--- config.mk ---
export PLATFORM = sky130hd
export DESIGN_NAME = dxf_group_code_tokenizer_flat
export DESIGN_NICKNAME = d
export VERILOG_FILES = /design/src/rtl/core/dxfgct_pkg.sv /design/src/rtl/core/dxfgct_in_if.sv /design/src/rtl/core/dxfgct_cfg_if.sv /design/src/rtl/core/dxfgct_out_if.sv /design/src/rtl/core/dxfgct_queue.sv /design/src/rtl/core/dxfgct_front.sv /design/src/rtl/core/dxfgct_back.sv /design/src/rtl/core/dxf_group_code_tokenizer.sv /design/src/flat_wrapper.sv
export VERILOG_INCLUDE_DIRS = /design/src /design/src/rtl/core
export SDC_FILE = /design/constraint.sdc
export NUM_CORES = 1
export LEC_CHECK = 0
export BUFFER_PORTS_ARGS = -buffer_cell sky130_fd_sc_hd__buf_4
export CAP_MARGIN = 30
export CELL_PAD_IN_SITES_DETAIL_PLACEMENT = 1
export CELL_PAD_IN_SITES_GLOBAL_PLACEMENT = 1
export CORE_MARGIN = 2
export CORE_UTILIZATION = 32
export CTS_BUF_LIST = sky130_fd_sc_hd__clkbuf_4 sky130_fd_sc_hd__clkbuf_8
export DETAILED_ROUTE_END_ITERATION = 12
export PLACE_DENSITY = 0.56
export SLEW_MARGIN = 20
export SYNTH_ARGS = -nofsm -noshare
export SYNTH_HDL_FRONTEND = slang
export SYNTH_SLANG_ARGS = --single-unit
export TNS_END_PERCENT = 5
--- constraint.sdc ---
create_clock -name clk -period 14.65 [get_ports clk]
set_clock_uncertainty 0.1 [all_clocks]
set_input_delay 2.1975 -clock clk [delete_from_list [all_inputs] [get_ports clk]]
set_output_delay 2.1975 -clock clk [all_outputs]
set_load 0.05 [all_outputs]
--- src/rtl/core/dxf_group_code_tokenizer_assert.svh ---
// Assertion macros shared by the tokenizer modules.
// Each macro expects clk and rst_n in the scope where it is used.
`ifndef DXF_GROUP_CODE_TOKENIZER_ASSERT_SVH
`define DXF_GROUP_CODE_TOKENIZER_ASSERT_SVH

// Same-cycle implication
`define DXFGCT_ASSERT_IMP(label, cond, expr, msg) \
    label: assert property (@(posedge clk) disable iff (!rst_n) (cond) |-> (expr)) \
        else $error(msg);

// Next-cycle implication
`define DXFGCT_ASSERT_NXT(label, cond, expr, msg) \
    label: assert property (@(posedge clk) disable iff (!rst_n) (cond) |=> (expr)) \
        else $error(msg);

`endif

--- src/rtl/core/dxfgct_pkg.sv ---
`timescale 1ns / 1ps
package dxfgct_pkg;

    // Field widths
    localparam int TEXT_W  = 8;
    localparam int CFG_W   = 9;
    localparam int TAG_W   = 6;
    localparam int VTYPE_W = 2;
    localparam int KIND_W  = 2;
    localparam int VALUE_W = 32;

    // Line length ceiling and counter width
    localparam int MAX_LINE = 256;
    localparam int CNT_W    = $clog2(MAX_LINE + 1);
    localparam int CMP_W    = (CNT_W > CFG_W) ? CNT_W : CFG_W;
    localparam logic [CFG_W-1:0] LIMIT_RESET = CFG_W'(256);

    // Queue between front and back
    localparam int QUEUE_DEPTH = 4;
    localparam int QPTR_W      = $clog2(QUEUE_DEPTH);
    localparam int QCNT_W      = $clog2(QUEUE_DEPTH + 1);

    // Result kinds
    localparam logic [KIND_W-1:0] RK_TEXT  = 2'd0;
    localparam logic [KIND_W-1:0] RK_DONE  = 2'd1;
    localparam logic [KIND_W-1:0] RK_ERROR = 2'd2;

    // Value types
    localparam logic [VTYPE_W-1:0] VT_STRING = 2'd0;
    localparam logic [VTYPE_W-1:0] VT_FLOAT  = 2'd1;
    localparam logic [VTYPE_W-1:0] VT_INT    = 2'd2;
    localparam logic [VTYPE_W-1:0] VT_BINARY = 2'd3;

    localparam logic [TAG_W-1:0] TAG_INVALID = 6'd61;

    // Group-code range table, first match wins
    localparam int NRANGES = 61;
    localparam int CODE_W  = 11;

    localparam logic [CODE_W-1:0] RANGE_LO [NRANGES] = '{
        0, 1, 2, 3, 5, 6, 7, 8, 9, 10, 20, 30, 38, 39, 40, 49, 50, 60, 62, 66,
        67, 70, 90, 100, 102, 105, 210, 220, 230, 280, 300, 310, 320, 330, 340,
        350, 360, 999, 1000, 1001, 1002, 1003, 1004, 1005, 1010, 1020, 1030,
        1011, 1021, 1031, 1012, 1022, 1032, 1013, 1023, 1033, 1040, 1041, 1042,
        1070, 1071
    };
    localparam logic [CODE_W-1:0] RANGE_HI [NRANGES] = '{
        0, 1, 2, 4, 5, 6, 7, 8, 9, 18, 28, 37, 38, 39, 48, 49, 58, 60, 62, 66,
        67, 78, 99, 100, 102, 105, 210, 220, 230, 289, 309, 319, 329, 339, 349,
        359, 369, 999, 1000, 1001, 1002, 1003, 1004, 1005, 1010, 1020, 1030,
        1011, 1021, 1031, 1012, 1022, 1032, 1013, 1023, 1033, 1040, 1041, 1042,
        1070, 1071
    };
    localparam logic [VTYPE_W-1:0] RANGE_TYPE [NRANGES] = '{
        0, 0, 0, 0, 0, 0, 0, 0, 0, 1, 1, 1, 1, 2, 1, 1, 1, 2, 2, 2,
        2, 2, 2, 0, 0, 0, 1, 1, 1, 2, 0, 3, 0, 0, 0, 0, 0, 0, 0, 0,
        0, 0, 3, 0, 1, 1, 1, 1, 1, 1, 1, 1, 1, 1, 1, 1, 1, 1, 1, 2, 2
    };

    // Number parser phases
    typedef enum logic [2:0] {
        PH_START,
        PH_SIGN,
        PH_ZERO,
        PH_HEX,
        PH_DIGITS,
        PH_DONE
    } dxfgct_phase_t;

    typedef enum logic [1:0] {
        BASE_8,
        BASE_10,
        BASE_16
    } dxfgct_base_t;

    // One classified byte event, front to back
    typedef struct packed {
        logic [TEXT_W-1:0]  text;
        logic               char_val;
        logic               line_end;
        logic               end_code;
        logic               eod_err;
        logic               eod;
        logic [VALUE_W-1:0] value;
    } dxfgct_rec_t;

    // One result transaction
    typedef struct packed {
        logic [KIND_W-1:0]  kind;
        logic [TAG_W-1:0]   tag;
        logic [VTYPE_W-1:0] vtype;
        logic [TEXT_W-1:0]  text;
        logic [VALUE_W-1:0] ival;
        logic               last;
    } dxfgct_res_t;

    typedef struct packed {
        logic [TAG_W-1:0]   tag;
        logic [VTYPE_W-1:0] vtype;
    } dxfgct_class_t;

    // Look up a group code in the range table
    function automatic dxfgct_class_t dxfgct_classify(input logic [VALUE_W-1:0] code);
        dxfgct_class_t r;
        r.tag   = TAG_INVALID;
        r.vtype = VT_STRING;
        if (code[VALUE_W-1:CODE_W] == '0) begin
            for (int i = NRANGES - 1; i >= 0; i--) begin
                if (code[CODE_W-1:0] >= RANGE_LO[i] && code[CODE_W-1:0] <= RANGE_HI[i]) begin
                    r.tag   = TAG_W'(i);
                    r.vtype = RANGE_TYPE[i];
                end
            end
        end
        return r;
    endfunction

endpackage

--- src/rtl/core/dxfgct_in_if.sv ---
`timescale 1ns / 1ps
interface dxfgct_in_if;
    import dxfgct_pkg::*;

    logic              valid;
    logic              ready;
    logic [TEXT_W-1:0] text_byte_in;
    logic              end_of_data;

    modport source (output valid, output text_byte_in, output end_of_data, input ready);
    modport sink (input valid, input text_byte_in, input end_of_data, output ready);
endinterface

--- src/rtl/core/dxfgct_cfg_if.sv ---
`timescale 1ns / 1ps
interface dxfgct_cfg_if;
    import dxfgct_pkg::*;

    logic             valid;
    logic             ready;
    logic [CFG_W-1:0] line_limit;

    modport source (output valid, output line_limit, input ready);
    modport sink (input valid, input line_limit, output ready);
endinterface

--- src/rtl/core/dxfgct_out_if.sv ---
`timescale 1ns / 1ps
interface dxfgct_out_if;
    import dxfgct_pkg::*;

    logic                      valid;
    logic                      ready;
    logic [KIND_W-1:0]         result_kind;
    logic [TAG_W-1:0]          tag_index;
    logic [VTYPE_W-1:0]        value_type;
    logic [TEXT_W-1:0]         text_byte_out;
    logic signed [VALUE_W-1:0] int_value;
    logic                      last;

    modport source (
        output valid, output result_kind, output tag_index, output value_type,
        output text_byte_out, output int_value, output last, input ready
    );
    modport sink (
        input valid, input result_kind, input tag_index, input value_type,
        input text_byte_out, input int_value, input last, output ready
    );
endinterface

--- src/rtl/core/dxfgct_queue.sv ---
`timescale 1ns / 1ps
`include "dxf_group_code_tokenizer_assert.svh"
module dxfgct_queue (
    input  logic                  clk,
    input  logic                  rst_n,
    input  logic                  push,
    input  dxfgct_pkg::dxfgct_rec_t push_rec,
    output logic                  full,
    input  logic                  pop,
    output logic                  pop_valid,
    output dxfgct_pkg::dxfgct_rec_t pop_rec
);
    import dxfgct_pkg::*;

    dxfgct_rec_t       entries_reg [QUEUE_DEPTH];
    logic [QPTR_W-1:0] wr_ptr_reg;
    logic [QPTR_W-1:0] wr_ptr_next;
    logic [QPTR_W-1:0] rd_ptr_reg;
    logic [QPTR_W-1:0] rd_ptr_next;
    logic [QCNT_W-1:0] count_reg;
    logic [QCNT_W-1:0] count_next;

    assign full      = (count_reg == QCNT_W'(QUEUE_DEPTH));
    assign pop_valid = (count_reg != '0);
    assign pop_rec   = entries_reg[rd_ptr_reg];

    // Advance pointers and occupancy
    always_comb
    begin
        wr_ptr_next = wr_ptr_reg;
        rd_ptr_next = rd_ptr_reg;
        count_next  = count_reg;
        if (push)
        begin
            wr_ptr_next = (wr_ptr_reg == QPTR_W'(QUEUE_DEPTH - 1)) ? '0 : wr_ptr_reg + 1'b1;
        end
        if (pop)
        begin
            rd_ptr_next = (rd_ptr_reg == QPTR_W'(QUEUE_DEPTH - 1)) ? '0 : rd_ptr_reg + 1'b1;
        end
        if (push && !pop)
        begin
            count_next = count_reg + 1'b1;
        end
        else if (pop && !push)
        begin
            count_next = count_reg - 1'b1;
        end
    end

    always_ff @(posedge clk or negedge rst_n)
    begin
        if (!rst_n)
        begin
            wr_ptr_reg <= '0;
            rd_ptr_reg <= '0;
            count_reg  <= '0;
        end
        else
        begin
            wr_ptr_reg <= wr_ptr_next;
            rd_ptr_reg <= rd_ptr_next;
            count_reg  <= count_next;
        end
    end

    // Store pushed records
    always_ff @(posedge clk)
    begin
        if (push)
        begin
            entries_reg[wr_ptr_reg] <= push_rec;
        end
    end

    `DXFGCT_ASSERT_IMP(a_q_count_range, 1'b1, count_reg <= QCNT_W'(QUEUE_DEPTH), "queue count out of range")
    `DXFGCT_ASSERT_IMP(a_q_no_overflow, full, !push, "push into full queue")
    `DXFGCT_ASSERT_IMP(a_q_no_underflow, pop, pop_valid, "pop from empty queue")

endmodule

--- src/rtl/core/dxfgct_front.sv ---
`timescale 1ns / 1ps
module dxfgct_front (
    input  logic                    clk,
    input  logic                    rst_n,
    dxfgct_in_if.sink               text,
    dxfgct_cfg_if.sink              cfg,
    input  logic                    queue_full,
    output logic                    rec_push,
    output dxfgct_pkg::dxfgct_rec_t rec
);
    import dxfgct_pkg::*;

    localparam logic [TEXT_W-1:0] CHAR_NUL   = 8'h00;
    localparam logic [TEXT_W-1:0] CHAR_TAB   = 8'h09;
    localparam logic [TEXT_W-1:0] CHAR_LF    = 8'h0A;
    localparam logic [TEXT_W-1:0] CHAR_VT    = 8'h0B;
    localparam logic [TEXT_W-1:0] CHAR_FF    = 8'h0C;
    localparam logic [TEXT_W-1:0] CHAR_CR    = 8'h0D;
    localparam logic [TEXT_W-1:0] CHAR_SPACE = 8'h20;
    localparam logic [TEXT_W-1:0] CHAR_PLUS  = 8'h2B;
    localparam logic [TEXT_W-1:0] CHAR_MINUS = 8'h2D;
    localparam logic [TEXT_W-1:0] CHAR_0     = 8'h30;
    localparam logic [TEXT_W-1:0] CHAR_1     = 8'h31;
    localparam logic [TEXT_W-1:0] CHAR_9     = 8'h39;
    localparam logic [TEXT_W-1:0] CHAR_UA    = 8'h41;
    localparam logic [TEXT_W-1:0] CHAR_UF    = 8'h46;
    localparam logic [TEXT_W-1:0] CHAR_UX    = 8'h58;
    localparam logic [TEXT_W-1:0] CHAR_LA    = 8'h61;
    localparam logic [TEXT_W-1:0] CHAR_LF_HEX = 8'h66;
    localparam logic [TEXT_W-1:0] CHAR_LX    = 8'h78;

    logic [CFG_W-1:0]   line_limit_reg;
    logic               on_value_line_reg;
    logic               on_value_line_next;
    logic               pending_cr_reg;
    logic               pending_cr_next;
    dxfgct_phase_t      phase_reg;
    dxfgct_phase_t      phase_next;
    dxfgct_base_t       base_reg;
    dxfgct_base_t       base_next;
    logic               neg_reg;
    logic               neg_next;
    logic [VALUE_W-1:0] value_reg;
    logic [VALUE_W-1:0] value_next;
    logic [CNT_W-1:0]   chars_reg;
    logic [CNT_W-1:0]   chars_next;
    logic               stream_dead_reg;
    logic               stream_dead_next;

    logic [TEXT_W-1:0]  c;
    logic               eod;
    logic               accept;
    logic               swallow;
    logic               is_term;
    logic               is_plain;
    logic [CMP_W-1:0]   limit_eff;
    logic               taken;
    logic               line_end;
    logic               ovl_after;
    logic               char_val;
    logic               blank;
    logic               dig_ok;
    logic [3:0]         dig;
    logic               dig_fits;
    logic [VALUE_W-1:0] dig_ext;
    logic [VALUE_W-1:0] first_val;
    logic [VALUE_W-1:0] scaled;
    dxfgct_phase_t      ph_step;
    dxfgct_base_t       base_step;
    logic               neg_step;
    logic [VALUE_W-1:0] val_step;

    assign cfg.ready  = 1'b1;
    assign text.ready = !queue_full;
    assign accept     = text.valid && text.ready;
    assign c          = text.text_byte_in;
    assign eod        = text.end_of_data;

    // Line terminators, with LF after CR swallowed
    assign swallow  = pending_cr_reg && (c == CHAR_LF);
    assign is_term  = !swallow && ((c == CHAR_CR) || (c == CHAR_LF));
    assign is_plain = !swallow && !is_term;

    // Apply the line limit, capped at the line ceiling
    assign limit_eff = (CMP_W'(line_limit_reg) > CMP_W'(MAX_LINE))
                       ? CMP_W'(MAX_LINE) : CMP_W'(line_limit_reg);
    assign taken     = is_plain && (CMP_W'(chars_reg) < limit_eff);
    assign line_end  = is_term || (is_plain && eod);
    assign ovl_after = line_end ? !on_value_line_reg : on_value_line_reg;
    assign char_val  = taken && on_value_line_reg && !stream_dead_reg && (c != CHAR_NUL);

    // Decode the character as a digit
    always_comb
    begin
        dig_ok = 1'b1;
        dig    = '0;
        if (c >= CHAR_0 && c <= CHAR_9)
        begin
            dig = 4'(c - CHAR_0);
        end
        else if (c >= CHAR_LA && c <= CHAR_LF_HEX)
        begin
            dig = 4'(c - CHAR_LA + 8'd10);
        end
        else if (c >= CHAR_UA && c <= CHAR_UF)
        begin
            dig = 4'(c - CHAR_UA + 8'd10);
        end
        else
        begin
            dig_ok = 1'b0;
        end
    end

    assign blank   = (c == CHAR_SPACE) || (c == CHAR_TAB) || (c == CHAR_VT) || (c == CHAR_FF);
    assign dig_ext = VALUE_W'(dig);

    // First digit carries the sign; later ones accumulate toward it
    assign first_val = neg_reg ? (VALUE_W'(0) - dig_ext) : dig_ext;

    always_comb
    begin
        unique case (base_reg)
            BASE_8:
            begin
                scaled   = value_reg << 3;
                dig_fits = dig_ok && (dig < 4'd8);
            end
            BASE_16:
            begin
                scaled   = value_reg << 4;
                dig_fits = dig_ok;
            end
            default:
            begin
                scaled   = (value_reg << 3) + (value_reg << 1);
                dig_fits = dig_ok && (dig < 4'd10);
            end
        endcase
    end

    // Step the number parser by one character
    always_comb
    begin
        ph_step   = phase_reg;
        base_step = base_reg;
        neg_step  = neg_reg;
        val_step  = value_reg;
        priority if (phase_reg == PH_DONE || c == CHAR_NUL)
        begin
            ph_step = PH_DONE;
        end
        else if (phase_reg == PH_START && blank)
        begin
            ph_step = PH_START;
        end
        else if (phase_reg == PH_START && (c == CHAR_PLUS || c == CHAR_MINUS))
        begin
            neg_step = (c == CHAR_MINUS);
            ph_step  = PH_SIGN;
        end
        else if (phase_reg == PH_START || phase_reg == PH_SIGN)
        begin
            if (c == CHAR_0)
            begin
                ph_step   = PH_ZERO;
                base_step = BASE_8;
                val_step  = '0;
            end
            else if (c >= CHAR_1 && c <= CHAR_9)
            begin
                ph_step   = PH_DIGITS;
                base_step = BASE_10;
                val_step  = first_val;
            end
            else
            begin
                ph_step = PH_DONE;
            end
        end
        else if (phase_reg == PH_ZERO)
        begin
            if (c == CHAR_LX || c == CHAR_UX)
            begin
                ph_step   = PH_HEX;
                base_step = BASE_16;
            end
            else if (dig_ok && dig < 4'd8)
            begin
                ph_step  = PH_DIGITS;
                val_step = first_val;
            end
            else
            begin
                ph_step = PH_DONE;
            end
        end
        else if (phase_reg == PH_HEX)
        begin
            if (dig_ok)
            begin
                ph_step  = PH_DIGITS;
                val_step = first_val;
            end
            else
            begin
                ph_step = PH_DONE;
            end
        end
        else
        begin
            if (dig_fits)
            begin
                val_step = neg_reg ? (scaled - dig_ext) : (scaled + dig_ext);
            end
            else
            begin
                ph_step = PH_DONE;
            end
        end
    end

    // Build the event record for the back end
    always_comb
    begin
        rec.text     = c;
        rec.char_val = char_val;
        rec.line_end = line_end;
        rec.end_code = !on_value_line_reg;
        rec.eod_err  = eod && ovl_after;
        rec.eod      = eod;
        rec.value    = taken ? val_step : value_reg;
    end

    assign rec_push = accept && (char_val || line_end || eod);

    // Next line and parser state
    always_comb
    begin
        on_value_line_next = on_value_line_reg;
        pending_cr_next    = pending_cr_reg;
        phase_next         = phase_reg;
        base_next          = base_reg;
        neg_next           = neg_reg;
        value_next         = value_reg;
        chars_next         = chars_reg;
        stream_dead_next   = stream_dead_reg;
        if (accept)
        begin
            pending_cr_next = is_term && (c == CHAR_CR);
            if (taken)
            begin
                chars_next       = chars_reg + 1'b1;
                phase_next       = ph_step;
                base_next        = base_step;
                neg_next         = neg_step;
                value_next       = val_step;
                stream_dead_next = stream_dead_reg
                                   || (on_value_line_reg && (c == CHAR_NUL));
            end
            if (line_end || eod)
            begin
                phase_next       = PH_START;
                base_next        = BASE_10;
                neg_next         = 1'b0;
                value_next       = '0;
                chars_next       = '0;
                stream_dead_next = 1'b0;
            end
            if (line_end)
            begin
                on_value_line_next = !on_value_line_reg;
            end
            if (eod)
            begin
                on_value_line_next = 1'b0;
                pending_cr_next    = 1'b0;
            end
        end
    end

    always_ff @(posedge clk or negedge rst_n)
    begin
        if (!rst_n)
        begin
            line_limit_reg    <= LIMIT_RESET;
            on_value_line_reg <= 1'b0;
            pending_cr_reg    <= 1'b0;
            phase_reg         <= PH_START;
            base_reg          <= BASE_10;
            neg_reg           <= 1'b0;
            value_reg         <= '0;
            chars_reg         <= '0;
            stream_dead_reg   <= 1'b0;
        end
        else
        begin
            if (cfg.valid && cfg.ready)
            begin
                line_limit_reg <= cfg.line_limit;
            end
            on_value_line_reg <= on_value_line_next;
            pending_cr_reg    <= pending_cr_next;
            phase_reg         <= phase_next;
            base_reg          <= base_next;
            neg_reg           <= neg_next;
            value_reg         <= value_next;
            chars_reg         <= chars_next;
            stream_dead_reg   <= stream_dead_next;
        end
    end

endmodule

--- src/rtl/core/dxfgct_back.sv ---
`timescale 1ns / 1ps
`include "dxf_group_code_tokenizer_assert.svh"
module dxfgct_back (
    input  logic                    clk,
    input  logic                    rst_n,
    input  logic                    rec_valid,
    input  dxfgct_pkg::dxfgct_rec_t rec,
    output logic                    rec_pop,
    dxfgct_out_if.source            result
);
    import dxfgct_pkg::*;

    logic               out_valid_reg;
    logic               out_valid_next;
    dxfgct_res_t        out_reg;
    dxfgct_res_t        out_next;
    logic               spill_valid_reg;
    logic               spill_valid_next;
    dxfgct_res_t        spill_reg;
    dxfgct_res_t        spill_next;
    logic [TAG_W-1:0]   tag_reg;
    logic [TAG_W-1:0]   tag_next;
    logic [VTYPE_W-1:0] vtype_reg;
    logic [VTYPE_W-1:0] vtype_next;

    dxfgct_class_t      cls;
    logic               do_cls;
    logic [TAG_W-1:0]   tag_eff;
    logic [VTYPE_W-1:0] vtype_eff;
    logic               has_text;
    logic               has_done;
    logic               has_err;
    logic               first_valid;
    logic               second_valid;
    dxfgct_res_t        text_res;
    dxfgct_res_t        done_res;
    dxfgct_res_t        err_res;
    dxfgct_res_t        first_res;
    logic               out_free;

    // Classify a finished code line
    assign cls       = dxfgct_classify(rec.value);
    assign do_cls    = rec.line_end && rec.end_code;
    assign tag_eff   = do_cls ? cls.tag : tag_reg;
    assign vtype_eff = do_cls ? cls.vtype : vtype_reg;

    // Decide which results this transaction produces
    assign has_text     = rec.char_val && (vtype_reg != VT_INT);
    assign has_done     = rec.line_end && !rec.end_code;
    assign has_err      = rec.eod_err;
    assign first_valid  = has_text || has_done || has_err;
    assign second_valid = has_text && has_done;

    always_comb
    begin
        text_res.kind  = RK_TEXT;
        text_res.tag   = tag_reg;
        text_res.vtype = vtype_reg;
        text_res.text  = rec.text;
        text_res.ival  = '0;
        text_res.last  = !has_done;

        done_res.kind  = RK_DONE;
        done_res.tag   = tag_reg;
        done_res.vtype = vtype_reg;
        done_res.text  = '0;
        done_res.ival  = (vtype_reg == VT_INT) ? rec.value : '0;
        done_res.last  = 1'b1;

        err_res.kind   = RK_ERROR;
        err_res.tag    = tag_eff;
        err_res.vtype  = vtype_eff;
        err_res.text   = '0;
        err_res.ival   = '0;
        err_res.last   = 1'b1;

        priority if (has_text)
        begin
            first_res = text_res;
        end
        else if (has_done)
        begin
            first_res = done_res;
        end
        else
        begin
            first_res = err_res;
        end
    end

    // Pop only when every result of the record has a place to go
    assign out_free = !out_valid_reg || result.ready;
    assign rec_pop  = rec_valid && !spill_valid_reg && (!first_valid || out_free);

    // Load the output register, drain the spill slot first
    always_comb
    begin
        out_valid_next   = out_valid_reg;
        out_next         = out_reg;
        spill_valid_next = spill_valid_reg;
        spill_next       = spill_reg;
        tag_next         = tag_reg;
        vtype_next       = vtype_reg;
        if (spill_valid_reg)
        begin
            if (out_free)
            begin
                out_next         = spill_reg;
                out_valid_next   = 1'b1;
                spill_valid_next = 1'b0;
            end
        end
        else if (rec_pop && first_valid)
        begin
            out_next         = first_res;
            out_valid_next   = 1'b1;
            spill_valid_next = second_valid;
            spill_next       = done_res;
        end
        else if (result.ready)
        begin
            out_valid_next = 1'b0;
        end

        if (rec_pop)
        begin
            if (do_cls)
            begin
                tag_next   = cls.tag;
                vtype_next = cls.vtype;
            end
            if (rec.eod)
            begin
                tag_next   = TAG_INVALID;
                vtype_next = VT_STRING;
            end
        end
    end

    always_ff @(posedge clk or negedge rst_n)
    begin
        if (!rst_n)
        begin
            out_valid_reg   <= 1'b0;
            spill_valid_reg <= 1'b0;
            tag_reg         <= TAG_INVALID;
            vtype_reg       <= VT_STRING;
        end
        else
        begin
            out_valid_reg   <= out_valid_next;
            spill_valid_reg <= spill_valid_next;
            tag_reg         <= tag_next;
            vtype_reg       <= vtype_next;
        end
    end

    // Hold result payloads
    always_ff @(posedge clk)
    begin
        out_reg   <= out_next;
        spill_reg <= spill_next;
    end

    assign result.valid         = out_valid_reg;
    assign result.result_kind   = out_reg.kind;
    assign result.tag_index     = out_reg.tag;
    assign result.value_type    = out_reg.vtype;
    assign result.text_byte_out = out_reg.text;
    assign result.int_value     = $signed(out_reg.ival);
    assign result.last          = out_reg.last;

    `DXFGCT_ASSERT_IMP(a_spill_needs_out, spill_valid_reg, out_valid_reg, "spill without output")
    `DXFGCT_ASSERT_IMP(a_no_pop_on_spill, spill_valid_reg, !rec_pop, "pop while spill pending")
    `DXFGCT_ASSERT_IMP(a_error_last, out_valid_reg && (out_reg.kind == RK_ERROR), out_reg.last, "error result not last")
    `DXFGCT_ASSERT_NXT(a_eod_clears_tag, rec_pop && rec.eod, tag_reg == TAG_INVALID, "tag kept after end of data")

endmodule

--- src/rtl/core/dxf_group_code_tokenizer.sv ---
`timescale 1ns / 1ps
// An accepted byte's record passes through the queue, and its first result is offered from the output register.
// Throughput: one byte per cycle while the queue is not full; a byte with two results
// (a value character that also ends the data) parks its second result in a spill slot.
// A 4-entry queue parts byte classification from result generation.
// Reset: rst_n clears line state, tag and queue; line_limit returns to 256.
module dxf_group_code_tokenizer (
    input  logic         clk,
    input  logic         rst_n,
    dxfgct_in_if.sink    text,
    dxfgct_cfg_if.sink   cfg,
    dxfgct_out_if.source result
);
    import dxfgct_pkg::*;

    logic        rec_push;
    dxfgct_rec_t push_rec;
    logic        queue_full;
    logic        rec_pop;
    logic        rec_valid;
    dxfgct_rec_t pop_rec;

    // Classify bytes and track lines
    dxfgct_front u_front (
        .clk        (clk),
        .rst_n      (rst_n),
        .text       (text),
        .cfg        (cfg),
        .queue_full (queue_full),
        .rec_push   (rec_push),
        .rec        (push_rec)
    );

    // Decouple front and back
    dxfgct_queue u_queue (
        .clk       (clk),
        .rst_n     (rst_n),
        .push      (rec_push),
        .push_rec  (push_rec),
        .full      (queue_full),
        .pop       (rec_pop),
        .pop_valid (rec_valid),
        .pop_rec   (pop_rec)
    );

    // Look up tags and issue results
    dxfgct_back u_back (
        .clk       (clk),
        .rst_n     (rst_n),
        .rec_valid (rec_valid),
        .rec       (pop_rec),
        .rec_pop   (rec_pop),
        .result    (result)
    );

endmodule
--- src/flat_wrapper.sv ---
// flat-port wrapper written by rule: the top's interface ports become plain ports
module dxf_group_code_tokenizer_flat import dxfgct_pkg::*;
  (clk, rst_n, text_valid, text_text_byte_in, text_end_of_data, text_ready, cfg_valid, cfg_line_limit, cfg_ready, result_valid, result_result_kind, result_tag_index, result_value_type, result_text_byte_out, result_int_value, result_last, result_ready);
  dxfgct_in_if text_i ();
  dxfgct_cfg_if cfg_i ();
  dxfgct_out_if result_i ();
  input  logic clk;
  input  logic rst_n;
  input wire logic [$bits(text_i.valid)-1:0] text_valid;
  input wire logic [$bits(text_i.text_byte_in)-1:0] text_text_byte_in;
  input wire logic [$bits(text_i.end_of_data)-1:0] text_end_of_data;
  output wire logic [$bits(text_i.ready)-1:0] text_ready;
  input wire logic [$bits(cfg_i.valid)-1:0] cfg_valid;
  input wire logic [$bits(cfg_i.line_limit)-1:0] cfg_line_limit;
  output wire logic [$bits(cfg_i.ready)-1:0] cfg_ready;
  output wire logic [$bits(result_i.valid)-1:0] result_valid;
  output wire logic [$bits(result_i.result_kind)-1:0] result_result_kind;
  output wire logic [$bits(result_i.tag_index)-1:0] result_tag_index;
  output wire logic [$bits(result_i.value_type)-1:0] result_value_type;
  output wire logic [$bits(result_i.text_byte_out)-1:0] result_text_byte_out;
  output wire logic [$bits(result_i.int_value)-1:0] result_int_value;
  output wire logic [$bits(result_i.last)-1:0] result_last;
  input wire logic [$bits(result_i.ready)-1:0] result_ready;
  assign text_i.valid = text_valid;
  assign text_i.text_byte_in = text_text_byte_in;
  assign text_i.end_of_data = text_end_of_data;
  assign text_ready = text_i.ready;
  assign cfg_i.valid = cfg_valid;
  assign cfg_i.line_limit = cfg_line_limit;
  assign cfg_ready = cfg_i.ready;
  assign result_valid = result_i.valid;
  assign result_result_kind = result_i.result_kind;
  assign result_tag_index = result_i.tag_index;
  assign result_value_type = result_i.value_type;
  assign result_text_byte_out = result_i.text_byte_out;
  assign result_int_value = result_i.int_value;
  assign result_last = result_i.last;
  assign result_i.ready = result_ready;
  dxf_group_code_tokenizer u_core (.clk(clk), .rst_n(rst_n), .text(text_i), .cfg(cfg_i), .result(result_i));
endmodule
==> impl_metrics.tcl, run 1 <==
set metrics [dict create \
    grt.overflow.total 0 \
    final.setup.tns_ns 0 \
    row_count 93 \
    power.density_nw_per_um2 242 \
    rsz0062_at_grt "false" \
    cts_buffer_depth 3 \
    grt_max_degree 63 \
    worst-setup-path-type "input pin to flop" \
    whs_ns 0.375 \
    viasPerCell 5.58 \
    ys.flop_type "edfxtp_1" \
    cts_setup_buffers 0 \
    grt_pass1_wl_um 104000 \
    clk_pin_slew_ns 0.06 \
    antenna_left 0 \
    wl_per_cell_um 22.7 \
    synthTopCellsByArea "edfxtp_1 (39%), dfrtp_1 (8.4%), mux4_2 (4.9%)" \
    vdd_drop_max_v 0.000164 \
    clock-root-buffer "clkbuf_8" \
    cts_sinks 347 \
    synth_edf_count 271 \
    track_usage_pct 19.7 \
    yosysSeqAreaShare_pct 48.7 \
    cts_tree "built" \
    vias 16200 \
    hp-class "flop to flop" \
    drt_pass1_iterations 5 \
    mappedNetlistNets 2047 \
    arrival_ns 8.28 \
    maxCapViolCount 0 \
    grt_pass1_vias 17200 \
    fin_crit_sh_pct 54.8 \
    synth_warnings 0 \
    drt_iter0_markers 981 \
    core_um2 64100 \
    final_hold_viol_count 0 \
    maxSlewHeadroom_pct 22.3 \
    power_leakage_nw 8.72 \
    yosysTopAreaCellShare_pct 39.5 \
    cts.repair.resized 0 \
    avgSynthCellArea_um2 10.6 \
    die-area_um2 66500 \
    ys_types 84 \
    status "finished, final reports clean" \
    final_cell_mix "edfxtp_1 (271), nand2_1 (202), o21ai_0 (152), nor2_1 (134), a21oi_1 (128)" \
    h-tree-depth 2 \
    fmax_ghz 0.125 \
    die_w_um 258 \
    worstPathRequired_ns 14.89 \
    period_minus_slack_ns 8.03 \
    dieHeight_um 258 \
    synthArstFlopShare_pct 21.9 \
    syn_inst 1942 \
    routed_wl_um 65900 \
    drive_above_1_share_pct 15.0 \
    nets 2107 \
    netlist_area_um2 20600 \
    syn2layout_area_growth_pct 12.9 \
    initial_utilization_pct 32.2 \
    maxSlewViolCount 0 \
    cts_made_buffers 55 \
    io_pins 77 \
    dpl.hpwl_um 48200 \
    setup_viol 0 \
    antenna_found_initial 1 \
    startpoint_type "input pin" \
    io_buffers 75 \
    end_kind "flop" \
    clock_latency_ns 0.66 \
    layout_commonest_cell "edfxtp_1" \
    synth_seq_cells 347 \
    largest_reg_flops 180 \
    cp_max_fo 14 \
    yosysTopAreaCell "edfxtp_1" \
    drcViolationCount 0 \
    cts_hold_buf 0 \
    place_congestion 0.888 \
    tightest_slew_ns 1.17 \
]
-- critical path: stages --
cell and delay [ns]:
buf_4 0.15, inv_1 0.15, ha_1 0.27, or4b_2 0.64, and3_1 0.25, a22oi_1 0.26
ha_1 0.25, o211ai_1 0.16, nand2b_1 0.58, ha_1 0.39, o21a_1 0.12, o31ai_1 0.11
nor4b_1 0.52, o21ai_0 0.34, o211ai_1 0.28, nand3_1 0.17, a211oi_1 0.44, a21oi_1 0.15
xnor2_1 0.21, o21bai_1 0.10, a32oi_1 0.30, o21ai_0 0.22
-- metrics by stage --
step,util [%],cells,power (W),area [µm²],setup slack [ns]
3_5_place_dp,34.5,2799,0.00479,22100,6.00
2_1_floorplan,-,1942,0.00384,20600,7.48
6_report,36.3,2904,0.00563,23300,6.62
4_1_cts,36.3,2902,0.00567,23300,6.70
3_3_place_gp,34.5,2798,0.00473,22100,6.20
5_1_grt,36.3,2904,0.00603,23300,6.05
-- synthesized netlist by cell type (45+ instances only) --
| cell type | count |
|---|---|
| nor2_1 | 136 |
| o21ai_0 | 152 |
| edfxtp_1 | 271 |
| a21oi_1 | 129 |
| dfrtp_1 | 69 |
| mux4_2 | 45 |
| clkbuf_1 | 68 |
| nand2_1 | 202 |
| ha_1 | 79 |
| a22o_1 | 47 |
| nand3_1 | 62 |
-- final cells by class --
cell class                 count  area [µm²]
multi-input combinational   1455       10000
antenna                        1        2.50
fill                        7152       40800
sequential                   347       10100
clock buffer                  76         965
clock inverter                27         201
tap                          855        1070
timing repair buffer         106         816
inverter                      37         139
-- worst paths after layout --
kind / cells past startpoint / start / endpoint / slack (ns)
worst min-delay path: 0 / u_core.u_back.vtype_reg[0] / u_core.u_back.spill_reg[41] / 0.37
worst max register to register: 23 / u_core.u_front.value_reg[10] / u_core.u_queue.entries_reg[2][31] / 8.21
worst min register to register: 0 / u_core.u_back.vtype_reg[0] / u_core.u_back.spill_reg[41] / 0.37
worst max-delay path: 22 / text_text_byte_in[0] / u_core.u_queue.entries_reg[0][30] / 6.62
max in group asynchronous: 2 / rst_n / u_core.u_front.on_value_line_reg / 11.92
min in group asynchronous: 1 / rst_n / u_core.u_front.chars_reg[6] / 1.33
-- cells by family (layout without fill, tap and decap cells) --
logic type / after synthesis / after routing / synth area share (%)
AOI/OAI and AO/OA: 572 / 572 / 18.0
xor gates and xnor gates: 62 / 62 / 2.63
adders and majority gates: 82 / 82 / 5.08
buffers and inverters: 140 / 246 / 2.75
DFF: 347 / 347 / 48.7
muxes: 102 / 102 / 7.78
other: 1 / 2 / 0.0182
and+or+nand+nor: 636 / 636 / 15.0
-- where the power goes --
group          switching (W)  internal, W
registers           0.000236      0.00148
clock network       0.000398     0.000467
logic                0.00200      0.00105
-- metal layers --
| layer | part of all wire (%) | up-vias | global-route usage, % |
|---|---|---|---|
| li1 | - | 7572 | - |
| met1 | 48 | 8190 | 27.5 |
| met2 | 47 | 352 | 32.5 |
| met3 | 3.2 | 94 | 2.03 |
| met4 | 2.5 | 0 | 5.84 |
| met5 | 0 | - | 0 |
No activity file was read; power rests on OpenSTA's default activity.
==> inputs of run 2 (changes only) <==
--- a/config.mk
+++ b/config.mk
@@ -14,7 +14,7 @@
 export CORE_UTILIZATION = 32
 export CTS_BUF_LIST = sky130_fd_sc_hd__clkbuf_4 sky130_fd_sc_hd__clkbuf_8
 export DETAILED_ROUTE_END_ITERATION = 12
-export PLACE_DENSITY = 0.56
+export PLACE_DENSITY = 0.58
 export SLEW_MARGIN = 20
 export SYNTH_ARGS = -nofsm -noshare
 export SYNTH_HDL_FRONTEND = slang
==> constraint.sdc (replaced) <==
create_clock -name clk -period 7.2 [get_ports clk]
set_clock_uncertainty 0.1 [all_clocks]
set_input_delay 1.08 -clock clk [delete_from_list [all_inputs] [get_ports clk]]
set_output_delay 1.08 -clock clk [all_outputs]
set_load 0.05 [all_outputs]
==> run 2 against run 1 <==
Against the previous run:
- first-iteration DRC count up 2.2%
- non-clock buffer count up 21
- via count about the same
- die area unchanged
- hold slack worse by 0.19 ns
- sequential power up 100%
- sequential share of layout area down 0.32 points
- final cell count up 0.76%
- register-to-register slack worse by 7.5 ns
- design area up 0.74%
- largest cell class unchanged
- highest routed layer unchanged
==> impl_metrics.tcl, run 2 (same netlist as run 1, synthesis figures left out) <==
set metrics [dict create \
    io_pins 77 \
    cts_buffer_depth 3 \
    io_buffers 75 \
    worstSetupStartpoint "text_text_byte_in[0]" \
    syn2layout_area_growth_pct 13.8 \
    viasPerCell 5.54 \
    crit_chain "buf_4 > inv_1 > ha_1 > or4b_2 > and3_1 > a21boi_0 > inv_1 > nor2_1 > ha_1 > o21ai_0 > ha_1 > o21a_1 > o31ai_1 > nor4b_1 > buf_4 > o21ai_0 > o211ai_1 > nand3_1 > a211oi_1 > a21oi_1 > xnor2_1 > o21ai_0 > a32oi_1 > o21ai_0" \
    core_um2 64100 \
    drcViolationCount 0 \
    place_area_um2 22200 \
    initial_utilization_pct 32.2 \
    maxCapViolCount 0 \
    timing.critical_path.mode_cell "o21ai_0" \
    clock-root-buffer "clkbuf_8" \
    cts_setup_buffers 0 \
    grt_max_degree 62 \
    hp-class "input pin to asynchronous set/reset pin" \
    power_frac_comb_pct 54.6 \
    drt_iter0_markers 1003 \
    slowest_delay_ns 0.63 \
    endpoint "u_core.u_queue.entries_reg[3][30]" \
    final.setup.tns_ns 0 \
    startpoint_type "input pin" \
    fin_crit_sh_pct 90.5 \
    maxSlewViolCount 0 \
    setup_viol 0 \
    row_count 93 \
    track_usage_pct 19.5 \
    h-tree-depth 2 \
    fillCellCount 7075 \
    wl_per_cell_um 22.2 \
    final_area_um2 23500 \
    final_cell_mix "edfxtp_1 (271), nand2_1 (202), o21ai_0 (152), nor2_1 (134), a21oi_1 (128)" \
    vdd_drop_max_v 0.000274 \
    worst-r2r-cell-count 23 \
    arrival_ns 6.73 \
    drive_above_1_share_pct 16.3 \
    r2r_start "u_core.u_front.value_reg[12]" \
    p_sw_share_pct 46.5 \
    clk_pin_slew_ns 0.06 \
    grt.overflow.total 0 \
    worst-setup-path-type "input pin to flop" \
    cts_sinks 347 \
    period_minus_slack_ns 6.52 \
    antenna_left 0 \
    power.density_nw_per_um2 490 \
    clock_latency_ns 0.65 \
    p_int_w 0.00616 \
    power_frac_clock_pct 15.2 \
    seq_power_share_pct 30.2 \
    dpl.hpwl_um 48100 \
    worst_path_dominant_cell_family "compound AO/OA/AOI/OAI gates" \
    routed_wl_um 65100 \
    cts.repair.resized 0 \
    grt_pass1_vias 16900 \
    cts_tree "built" \
    dieHeight_um 258 \
    status "finished, final reports clean" \
    rsz0062_at_grt "false" \
    fmax_ghz 0.153 \
    crit_buf_inv 4 \
    die-area_um2 66500 \
    cts_made_buffers 55 \
    nets 2128 \
    tightest_slew_ns 0.989 \
    antenna_found_initial 1 \
    largest_reg_flops 180 \
    worstPathRequired_ns 7.41 \
    cts_hold_buf 0 \
    place_congestion 0.880 \
    maxSlewHeadroom_pct 32.4 \
    end_kind "flop" \
    power_leakage_nw 8.84 \
    drt_pass1_iterations 7 \
    crit_cells 24 \
    crit_path_top_delay_cell "or4b_2" \
    die_w_um 258 \
    final_hold_viol_count 0 \
    layout_commonest_cell "edfxtp_1" \
    timing.rr.end "u_core.u_queue.entries_reg[2][31]" \
    r2r_slack_ns 0.69 \
    cp_max_fo 11 \
    power_switching_w 0.00534 \
    grt_pass1_wl_um 102000 \
    vias 16200 \
]
## run 2: routing by layer
metal / up-vias / share of wire, % / track usage, %
li1: 7620 / - / -
met1: 8188 / 48 / 27.2
met2: 326 / 47 / 32.4
met3: 87 / 3.3 / 2.26
met4: 0 / 1.9 / 4.74
met5: - / 0 / 0
## run 2: worst min-delay path by stage
stage                                             end  slack [ns]  depth (start not counted)
after floorplan           u_core.u_back.spill_reg[44]        0.35                          0
after global placement    u_core.u_back.spill_reg[44]        0.37                          0
after detailed placement  u_core.u_back.spill_reg[44]        0.36                          0
after CTS                 u_core.u_front.chars_reg[5]        0.13                          1
after global routing      u_core.u_front.chars_reg[4]        0.15                          1
final                     u_core.u_front.chars_reg[4]        0.18                          1
## run 2: through the flow
step                      hold WS [ns]  std cells  setup slack (ns)  power (W)  util [%]
after global routing             0.154       2926            0.0875     0.0123      36.6
after detailed placement         0.361       2817            0.0588    0.00980      34.7
after floorplan                  0.347       1942              1.15    0.00780         -
final                            0.181       2926             0.682     0.0115      36.6
after CTS                        0.134       2921             0.633     0.0116      36.5
after global placement           0.366       2816             0.203    0.00972      34.7
## run 2: worst reg2reg max path: cells and delay by family, from the launching register on
kind            cells  cell delay, ns
compound gates     12            3.40
simple gates        6            1.05
fa+ha+maj           2            0.79
flops               1            0.49
xor+xnor            2            0.33
mux                 1            0.10
## run 2: power by group through the flow
stage / combinational, W / sequential (W) / clock, W
6_report: 0.00628 / 0.00347 / 0.00175
5_1_grt: 0.00690 / 0.00355 / 0.00188
4_1_cts: 0.00629 / 0.00349 / 0.00180
3_5_place_dp: 0.00627 / 0.00353 / 0
3_3_place_gp: 0.00621 / 0.00350 / 0
2_1_floorplan: 0.00404 / 0.00376 / 0
## run 2: layout make-up
| type | count | area [µm²] | area share (%) |
|---|---|---|---|
| clock inverter | 12 | 76.3 | 0.325 |
| multi-input combinational | 1455 | 10000 | 42.8 |
| inverter | 37 | 139 | 0.592 |
| clock buffer | 92 | 1080 | 4.62 |
| sequential | 347 | 10100 | 42.9 |
| timing repair buffer | 127 | 993 | 4.23 |
| tap | 855 | 1070 | 4.56 |
| antenna | 1 | 2.50 | 0.0107 |
==> inputs of run 3 (changes only) <==
--- a/config.mk
+++ b/config.mk
@@ -10,11 +10,11 @@
 export CAP_MARGIN = 30
 export CELL_PAD_IN_SITES_DETAIL_PLACEMENT = 1
 export CELL_PAD_IN_SITES_GLOBAL_PLACEMENT = 1
-export CORE_MARGIN = 2
+export CORE_MARGIN = 8
 export CORE_UTILIZATION = 32
-export CTS_BUF_LIST = sky130_fd_sc_hd__clkbuf_4 sky130_fd_sc_hd__clkbuf_8
+export CTS_BUF_LIST = sky130_fd_sc_hd__clkbuf_8
 export DETAILED_ROUTE_END_ITERATION = 12
-export PLACE_DENSITY = 0.58
+export PLACE_DENSITY_LB_ADDON = 0.3
 export SLEW_MARGIN = 20
 export SYNTH_ARGS = -nofsm -noshare
 export SYNTH_HDL_FRONTEND = slang
==> run 3 against run 2 <==
Against the previous run:
- global-route usage decreased by 2.4 points
- sequential share of layout area rose by 0.19 points
- sequential power about the same
- register-to-register slack about the same
- total power decreased by 1.3%
- maximum frequency down 0.43%
- hold slack better by 0.13 ns
==> impl_metrics.tcl, run 3 (same netlist as run 1, synthesis figures left out) <==
set metrics [dict create \
    status "finished, final reports clean" \
    dr_wl_met2_um 31000 \
    grt_pass1_vias 17200 \
    power_leakage_nw 8.83 \
    maxSlewHeadroom_pct 38.4 \
    fin_crit_sh_pct 90.9 \
    r2r_start "u_core.u_front.value_reg[12]" \
    fmax_ghz 0.153 \
    met1_length_um 29900 \
    cp_max_fo 12 \
    period_minus_slack_ns 6.55 \
    setup_viol 0 \
    cts_hold_buf 0 \
    arrival_ns 6.80 \
    row_count 93 \
    clock-root-buffer "clkbuf_8" \
    worst-r2r-cell-count 23 \
    final_cell_mix "edfxtp_1 (271), nand2_1 (202), o21ai_0 (152), nor2_1 (135), a21oi_1 (128)" \
    r2r_slack_ns 0.69 \
    clk_pin_slew_ns 0.07 \
    vdd_drop_max_v 0.000190 \
    syn2layout_area_growth_pct 13.2 \
    drcViolationCount 0 \
    worstPathRequired_ns 7.45 \
    routed_wl_um 64400 \
    drt_pass1_iterations 5 \
    place_area_um2 22300 \
    total_power_w 0.0114 \
    layout_commonest_cell "edfxtp_1" \
    core_um2 64100 \
    clock_latency_ns 0.62 \
    startpoint_type "input pin" \
    track_usage_pct 17.1 \
    io_buffers 75 \
    route.top_layer_used "met4" \
    initial_utilization_pct 32.2 \
    vias 16300 \
    maxSlewViolCount 0 \
    final_area_um2 23400 \
    cts.repair.resized 0 \
    h-tree-depth 2 \
    final.setup.tns_ns 0 \
    hp-class "input pin to asynchronous set/reset pin" \
    power.density_nw_per_um2 486 \
    drive_above_1_share_pct 14.6 \
    dieHeight_um 270 \
    cts_made_buffers 53 \
    viasPerCell 5.58 \
    cts_sinks 347 \
    nets 2126 \
    place_congestion 0.891 \
    antenna_left 0 \
    fin_util_pct 36.4 \
    grt.overflow.total 0 \
    end_kind "flop" \
    worst-setup-path-type "input pin to flop" \
    timing.rr.end "u_core.u_queue.entries_reg[3][31]" \
    antenna_found_initial 1 \
    grt_pass1_wl_um 102000 \
    tightest_slew_ns 0.918 \
    maxCapViolCount 0 \
    final_hold_viol_count 0 \
    cts_buffer_depth 3 \
    die-area_um2 72800 \
    io_pins 77 \
    rsz0062_at_grt "false" \
    cts_tree "built" \
    dpl.hpwl_um 47300 \
    die_w_um 270 \
    wl_met3_um 2050 \
    grt_max_degree 58 \
    wl_per_cell_um 22.0 \
    drt_iter0_markers 1049 \
    largest_reg_flops 180 \
    cts_setup_buffers 0 \
]
run 3: cell type report:
type / count / area (µm²)
Tap cell: 855 / 1070
Antenna cell: 2 / 5.00
Multi-Input combinational cell: 1455 / 10000
Fill cell: 7080 / 40800
Inverter: 37 / 139
Clock buffer: 56 / 771
Sequential cell: 347 / 10100
Clock inverter: 44 / 284
Timing Repair Buffer: 127 / 997
run 3: worst max-delay path by stage:
| stage | startpoint | cells after the start | end | slack (ns) |
|---|---|---|---|---|
| floorplan | text_text_byte_in[0] | 21 | u_core.u_queue.entries_reg[0][30] | 1.15 |
| global placement | text_text_byte_in[0] | 24 | u_core.u_queue.entries_reg[0][30] | 0.25 |
| detailed placement | text_text_byte_in[0] | 24 | u_core.u_queue.entries_reg[2][30] | 0.09 |
| CTS | u_core.u_front.value_reg[12] | 23 | u_core.u_queue.entries_reg[1][31] | 0.70 |
| global route | text_text_byte_in[0] | 24 | u_core.u_queue.entries_reg[1][30] | 0.12 |
| finish | text_text_byte_in[0] | 23 | u_core.u_queue.entries_reg[3][31] | 0.65 |
run 3: worst max-delay path, cell delays in order:
cell and delay (ns):
buf_4 0.15, inv_1 0.15, ha_1 0.27, or4b_2 0.64, and3_1 0.26, a21boi_0 0.27
ha_1 0.25, o211ai_1 0.18, nand2b_1 0.20, buf_4 0.25, ha_1 0.32, o211ai_1 0.29
a21boi_0 0.25, nand4_1 0.19, a21oi_1 0.10, o22a_1 0.25, o21a_1 0.25, or4_1 0.40
and3_1 0.16, xor2_1 0.17, nor2_1 0.19, o32ai_1 0.10, a21oi_1 0.39
run 3: report_power, final:
part | leakage, nW | total, W | internal, W | switching (W)
Sequential | 3.53 | 0.00345 | 0.00300 | 0.000447
Clock | 0.607 | 0.00163 | 0.000838 | 0.000788
Combinational | 4.69 | 0.00628 | 0.00220 | 0.00409
run 3: per-layer routing:
metal  up-vias  track usage [%]
met5         -                0
met4         0             5.06
met3       104             1.63
met2       335             29.0
met1      8251             23.1
li1       7611                -
run 3: stage by stage:
| stage | hold slack (ns) | instances | worst slack, ns |
|---|---|---|---|
| after CTS | 0.267 | 2920 | 0.700 |
| after global routing | 0.301 | 2922 | 0.115 |
| after floorplan | 0.347 | 1942 | 1.15 |
| after detailed placement | 0.385 | 2820 | 0.0853 |
| after global placement | 0.374 | 2818 | 0.252 |
| final | 0.308 | 2923 | 0.654 |
